--- config.mk ---
export PLATFORM = sky130hd
export DESIGN_NAME = polynomial_bisection_root
export DESIGN_NICKNAME = d
export VERILOG_FILES = /design/src/pbr_pkg.sv /design/src/pbr_horner.sv /design/src/polynomial_bisection_root.sv
export SDC_FILE = /design/constraint.sdc
export NUM_CORES = 2
export LEC_CHECK = 0
export BUFFER_PORTS_ARGS = -buffer_cell sky130_fd_sc_hd__buf_2
export CORE_ASPECT_RATIO = 1.4
export CORE_MARGIN = 3
export CORE_UTILIZATION = 38
export DETAILED_ROUTE_END_ITERATION = 6
export PLACE_DENSITY = 0.5
export SLEW_MARGIN = 5
export SYNTH_ARGS = -nofsm -noshare
export SYNTH_HDL_FRONTEND = slang
export SYNTH_SLANG_ARGS = --single-unit
--- constraint.sdc ---
create_clock -name clk -period 18.54 [get_ports clk]
set_clock_uncertainty 0.05 [all_clocks]
set_input_delay 1.854 -clock clk [delete_from_list [all_inputs] [get_ports clk]]
set_output_delay 1.854 -clock clk [all_outputs]
set_load 0.05 [all_outputs]
--- src/pbr_pkg.sv ---
// ----------------------------------------------------------------------------
// pbr_pkg
// Shared types and constants of the polynomial bisection root finder.
// ----------------------------------------------------------------------------
package pbr_pkg;

  localparam int unsigned DATA_W         = 32;
  localparam int unsigned NUM_COEFS      = 5;
  localparam int unsigned COEF_IDX_W     = 3;
  localparam int unsigned ADDR_W         = 5;
  localparam int unsigned DEF_ITERATIONS = 32;
  localparam int unsigned DEF_FRAC_BITS  = 16;

  typedef logic signed [DATA_W-1:0] word_t;
  typedef word_t coefs_t [NUM_COEFS];

  typedef enum logic [1:0] {
    ST_ZERO      = 2'd0,
    ST_LIMIT     = 2'd1,
    ST_NO_CHANGE = 2'd2
  } status_t;

  typedef enum logic [1:0] {
    H_IDLE,
    H_MUL,
    H_ADD,
    H_DONE
  } horner_state_t;

  typedef enum logic [2:0] {
    S_IDLE,
    S_EVAL_LO,
    S_EVAL_HI,
    S_BISECT,
    S_EVAL_MID,
    S_FINISH
  } seq_state_t;

  typedef struct packed {
    logic done;
    logic neg;
    logic zero;
  } eval_res_t;

endpackage

--- src/pbr_horner.sv ---
// ----------------------------------------------------------------------------
// pbr_horner
// Horner evaluation of the quartic on one shared multiplier and saturating adder.
// ----------------------------------------------------------------------------
module pbr_horner #(
  parameter int unsigned FRAC_BITS = pbr_pkg::DEF_FRAC_BITS
) (
  input  logic               clk,
  input  logic               rst,
  input  logic               start,
  input  pbr_pkg::word_t     x,
  input  pbr_pkg::coefs_t    coefs,
  output pbr_pkg::eval_res_t res
);
  import pbr_pkg::*;

  localparam logic signed [63:0] MAX32 = 64'sh0000_0000_7FFF_FFFF;
  localparam logic signed [63:0] MIN32 = -64'sh0000_0000_8000_0000;

  horner_state_t      state, state_next;
  word_t              acc;
  word_t              xr;
  logic signed [63:0] prod;
  logic [COEF_IDX_W-1:0] k;

  logic signed [63:0] scaled;
  word_t              scaled_sat;
  logic signed [32:0] sum;
  word_t              acc_next;

  always_comb begin
    scaled = prod >>> FRAC_BITS;
    if (scaled > MAX32) begin
      scaled_sat = word_t'(MAX32[31:0]);
    end else if (scaled < MIN32) begin
      scaled_sat = word_t'(MIN32[31:0]);
    end else begin
      scaled_sat = scaled[31:0];
    end
    sum = {scaled_sat[31], scaled_sat} + {coefs[k][31], coefs[k]};
    if (sum[32] != sum[31]) begin
      acc_next = sum[32] ? word_t'(MIN32[31:0]) : word_t'(MAX32[31:0]);
    end else begin
      acc_next = sum[31:0];
    end
  end

  always_comb begin
    state_next = state;
    unique case (state) inside
      H_IDLE, H_DONE: state_next = start ? H_MUL : H_IDLE;
      H_MUL:  state_next = H_ADD;
      H_ADD:  state_next = (k == '0) ? H_DONE : H_MUL;
      default: state_next = H_IDLE;
    endcase
  end

  always_comb begin
    res.done = (state == H_DONE);
    res.neg  = acc[DATA_W-1];
    res.zero = (acc == '0);
  end

  always_ff @(posedge clk) begin
    if (rst) begin
      state <= H_IDLE;
    end else begin
      state <= state_next;
    end
  end

  always_ff @(posedge clk) begin
    unique case (state) inside
      H_IDLE, H_DONE: begin
        if (start) begin
          acc <= coefs[NUM_COEFS-1];
          xr  <= x;
          k   <= COEF_IDX_W'(NUM_COEFS - 2);
        end
      end
      H_MUL: prod <= acc * xr;
      H_ADD: begin
        acc <= acc_next;
        k   <= k - 1'b1;
      end
      default: ;
    endcase
  end

endmodule

--- src/polynomial_bisection_root.sv ---
// ----------------------------------------------------------------------------
// polynomial_bisection_root
// Bisection root finder for a quartic with coefficients in APB registers.
// ----------------------------------------------------------------------------
// One interval beat yields one result beat. The polynomial is evaluated by
// Horner's scheme on a single shared multiplier, with a multiply step and an
// add step for each coefficient below the leading one, then a done step. An
// item needs two end-point evaluations and up to ITERATIONS midpoint
// evaluations. The result beat is offered in the same cycle as the block is
// ready again; an exact zero ends the search early, and an interval without a
// sign change skips the midpoint evaluations. The block takes one item at a
// time, and the result register lets the next interval be accepted while the
// last result waits to be taken; a new result is held back until that
// register is free.
module polynomial_bisection_root #(
  parameter int unsigned ITERATIONS = pbr_pkg::DEF_ITERATIONS,
  parameter int unsigned FRAC_BITS  = pbr_pkg::DEF_FRAC_BITS
) (
  input  logic                        clk,
  input  logic                        rst,
  input  logic                        psel,
  input  logic                        penable,
  input  logic                        pwrite,
  input  logic [pbr_pkg::ADDR_W-1:0]  paddr,
  input  logic [31:0]                 pwdata,
  output logic [31:0]                 prdata,
  output logic                        pready,
  input  logic                        in_valid,
  output logic                        in_ready,
  input  logic signed [31:0]          x_start,
  input  logic signed [31:0]          x_end,
  output logic                        out_valid,
  input  logic                        out_ready,
  output logic signed [31:0]          root,
  output logic [1:0]                  status
);
  import pbr_pkg::*;

  localparam int unsigned CNT_W = $clog2(ITERATIONS + 1);

  seq_state_t  state, state_next;
  coefs_t      coef;
  word_t       lo, hi, mid;
  logic        lo_neg, lo_zero;
  logic [CNT_W-1:0] cnt;
  word_t       res_root;
  status_t     res_status;

  logic        eval_start;
  word_t       eval_x;
  eval_res_t   ev;
  logic [COEF_IDX_W-1:0] reg_idx;
  logic signed [32:0]    mid_sum;
  word_t       mid_c;
  logic        no_change;
  logic        last_iter;

  assign pready  = 1'b1;
  assign reg_idx = paddr[ADDR_W-1:2];
  assign prdata  = (reg_idx < COEF_IDX_W'(NUM_COEFS)) ? coef[reg_idx] : '0;

  always_ff @(posedge clk) begin
    if (rst) begin
      for (int i = 0; i < NUM_COEFS; i++) begin
        coef[i] <= '0;
      end
    end else if (psel && penable && pwrite && pready) begin
      if (reg_idx < COEF_IDX_W'(NUM_COEFS)) begin
        coef[reg_idx] <= pwdata;
      end
    end
  end

  pbr_horner #(
    .FRAC_BITS(FRAC_BITS)
  ) u_horner (
    .clk   (clk),
    .rst   (rst),
    .start (eval_start),
    .x     (eval_x),
    .coefs (coef),
    .res   (ev)
  );

  assign mid_sum   = {lo[31], lo} + {hi[31], hi};
  assign mid_c     = mid_sum[32:1];
  assign no_change = lo_zero || ev.zero || (ev.neg == lo_neg);
  assign last_iter = (cnt == CNT_W'(ITERATIONS));

  always_comb begin
    state_next = state;
    unique case (state)
      S_IDLE:     if (in_valid) state_next = S_EVAL_LO;
      S_EVAL_LO:  if (ev.done) state_next = S_EVAL_HI;
      S_EVAL_HI: begin
        if (ev.done) state_next = no_change ? S_FINISH : S_BISECT;
      end
      S_BISECT:   state_next = S_EVAL_MID;
      S_EVAL_MID: begin
        if (ev.done) state_next = (ev.zero || last_iter) ? S_FINISH : S_BISECT;
      end
      S_FINISH:   if (!out_valid || out_ready) state_next = S_IDLE;
      default:    state_next = S_IDLE;
    endcase
  end

  always_comb begin
    in_ready   = 1'b0;
    eval_start = 1'b0;
    eval_x     = x_start;
    unique case (state)
      S_IDLE: begin
        in_ready   = 1'b1;
        eval_start = in_valid;
        eval_x     = x_start;
      end
      S_EVAL_LO: begin
        eval_start = ev.done;
        eval_x     = hi;
      end
      S_BISECT: begin
        eval_start = 1'b1;
        eval_x     = mid_c;
      end
      default: ;
    endcase
  end

  always_ff @(posedge clk) begin
    if (rst) begin
      state     <= S_IDLE;
      out_valid <= 1'b0;
    end else begin
      state <= state_next;
      if (state == S_FINISH && (!out_valid || out_ready)) begin
        out_valid <= 1'b1;
      end else if (out_ready) begin
        out_valid <= 1'b0;
      end
    end
  end

  always_ff @(posedge clk) begin
    unique case (state)
      S_IDLE: begin
        if (in_valid) begin
          lo  <= x_start;
          hi  <= x_end;
          cnt <= '0;
        end
      end
      S_EVAL_LO: begin
        if (ev.done) begin
          lo_neg  <= ev.neg;
          lo_zero <= ev.zero;
        end
      end
      S_EVAL_HI: begin
        if (ev.done) begin
          res_root   <= '0;
          res_status <= ST_NO_CHANGE;
        end
      end
      S_BISECT: begin
        mid <= mid_c;
        cnt <= cnt + 1'b1;
      end
      S_EVAL_MID: begin
        if (ev.done) begin
          res_root   <= mid;
          res_status <= ev.zero ? ST_ZERO : ST_LIMIT;
          if (ev.neg != lo_neg) begin
            hi <= mid;
          end else begin
            lo <= mid;
          end
        end
      end
      S_FINISH: begin
        if (!out_valid || out_ready) begin
          root   <= res_root;
          status <= res_status;
        end
      end
      default: ;
    endcase
  end

endmodule

==> reports/summary.txt <==
largest fanout on the critical path - 35
IO buf count - 173
CP max stage delay - 0.78 ns
I/O pin count - 177
most common cell after layout, fill and taps aside - fa_1
f_max - 0.1072 GHz
CTS sink cnt - 453
final critical-path share of the clock period - 0.5031
layout cells sized above 1 - 0.07857
worst slew pin tran - 1.222 ns
WL/cell - 23.02 µm
synth warn - 0
relative slew slack - 0.1836
CP endpoint kind - flop
CP top delay family - adder cells
Seq/Total Area, Yosys - 0.2048
initial antenna violation count - 12
vias after detailed routing - 42447
RSZ-0062 raised after global routing - no
Initial Util - 0.3835
required time worst endpoint - 18.83 ns
Die Width - 337.1 µm
Top cell by count, worst path - fa_1
clock root buffer - clkbuf_16
r2r endpoint - u_horner.prod[62]$_DFFE_PP_
GPL Wtd Cong - 0.8557
synthesized net count - 7537
first-pass GRT wire length - 285.7 mm
drt pass-1 iters - 7
final WL - 186.1 mm
critical path depth - 25
status - finished clean
setup violators final - 0
reg2reg start - u_horner.acc[31]$_DFFE_PP_
Post-CTS Setup Inserts - 0
TNS Setup - 0 ns
hold_buf cts - 0
dpl cells - 7987
Tot GR Track Use - 0.2397
final antenna-violating net count - 0
vias in the first global route - 46062
Crit Path Class - flop to flop
post-CTS resize count - 0
Clk pin slew, worst setup/hold paths - 0.07 ns
depth of the worst register-to-register path - 25
Synth async-reset ratio - 0
final hold vios - 0
total gr overflow - 0
nets@finish - 7511
register-to-register setup slack - 9.21 ns
DIE HEIGHT - 469.5 µm
largest net degree at the start of global routing - 90
Maximum Capacitance Violations - 0
final core utilization - 0.4134
worst skew pair latency - 0.63 ns
DR DRC count - 0
Non-Filler Instances - 8082
Clock Path Buffers - 3
Syn Area/Cell - 9.565 µm²
1st-iter DRT viols - 2501
worst path buffer plus inverter count - 6
Pins Over Slew Limit - 0
critical path endpoint - u_horner.prod[62]$_DFFE_PP_
Area Growth Syn to Fin - 7.781%
Syn Inst Count - 6096
commonest cells after routing, fill and taps aside - fa_1 (1083), inv_1 (1055), nand2_1 (1042)
number of synthesized flops with an enable pin - 287
CTS tree - done
# H-tree levels - 2
minimum clock period - 9.328 ns
Cell Rows - 169
mapped cell area - 0.05831 mm²
total die area - 0.1582 mm²
floorplan core area - 0.1520 mm²
dpl hpwl - 133.6 mm
CP startpoint - u_horner.acc[31]$_DFFE_PP_
flops & latches, synth - 453
Hold WC Path Type - flop to flop
Distinct cells, synth - 86
via/cell ratio - 5.252
Synth Flop Type - edfxtp_1
total CTS buffers - 47
CP Launch Type - flop
WP data arrival - 9.62 ns
critical path's slowest cell - fa_1
## kinds of logic after synthesis
group           synth area share
xor+xnor                 0.01910
buf+inv                  0.09117
other cells           0.00006431
compound gates           0.08545
simple gates              0.1495
fa+ha+maj                 0.4266
flops                     0.2048
mux                      0.02337
## cells in the mapped netlist, types with 83 or more instances
library cell / instances / area share
edfxtp_1: 287 / 0.15
nor2_1: 146 / 0.0094
ha_1: 250 / 0.054
xnor2_1: 83 / 0.012
inv_1: 1056 / 0.068
fa_1: 1083 / 0.37
clkbuf_1: 330 / 0.021
a21o_1: 88 / 0.011
and2_1: 521 / 0.056
nand2_1: 1045 / 0.067
a21oi_1: 299 / 0.026
dfxtp_1: 166 / 0.057
mux2i_1: 93 / 0.016
## layout make-up
type                    count  area (µm²)
well taps                1966        2460
multi-input cells        4238       41160
flip-flops and latches    453       11940
clock inverters            33       430.4
inverters                1057        3968
fillers                 15119       89190
diodes                      7       17.52
repair buffers            273        1619
clock buffers              55        1247
## through the flow
step	worst slack, ns	area, µm²	hold WS (ns)
detailed placement	9.109	61150	0.3559
global route	8.605	62830	0.3729
finish	9.212	62850	0.3656
floorplan	10.50	58310	0.3503
global placement	9.063	61150	0.3535
CTS	8.997	62830	0.3719
## layer usage
layer | track usage | vias to the layer above | part of all wire
li1 | - | 18838 | -
met1 | 0.2846 | 21984 | 0.37
met2 | 0.4383 | 1190 | 0.53
met3 | 0.02524 | 431 | 0.050
met4 | 0.09689 | 4 | 0.047
met5 | 0 | - | 0.00012
## registers in the layout, indices dropped and copies added, names as in the netlist, 6 cells and up
register,count
hi,32
cnt,6
u_horner.xr,32
u_horner.acc,32
res_root,32
u_horner.prod,48
lo,32
mid,32
root,32
coef,160
## how the worst min path moves through the flow
stage | startpoint | end | cells after the start
after CTS | res_root[15]$_SDFFCE_PN0P_ | root[15]$_DFFE_PP_ | 0
final | res_root[15]$_SDFFCE_PN0P_ | root[15]$_DFFE_PP_ | 0
after detailed placement | res_root[23]$_SDFFCE_PN0P_ | root[23]$_DFFE_PP_ | 0
after floorplan | res_root[0]$_SDFFCE_PN0P_ | root[0]$_DFFE_PP_ | 0
after global placement | res_root[16]$_SDFFCE_PN0P_ | root[16]$_DFFE_PP_ | 0
after global routing | res_root[15]$_SDFFCE_PN0P_ | root[15]$_DFFE_PP_ | 0
Power is not shown: default switching activity piles up to over one toggle a cycle in this logic, so the estimate is an artifact.
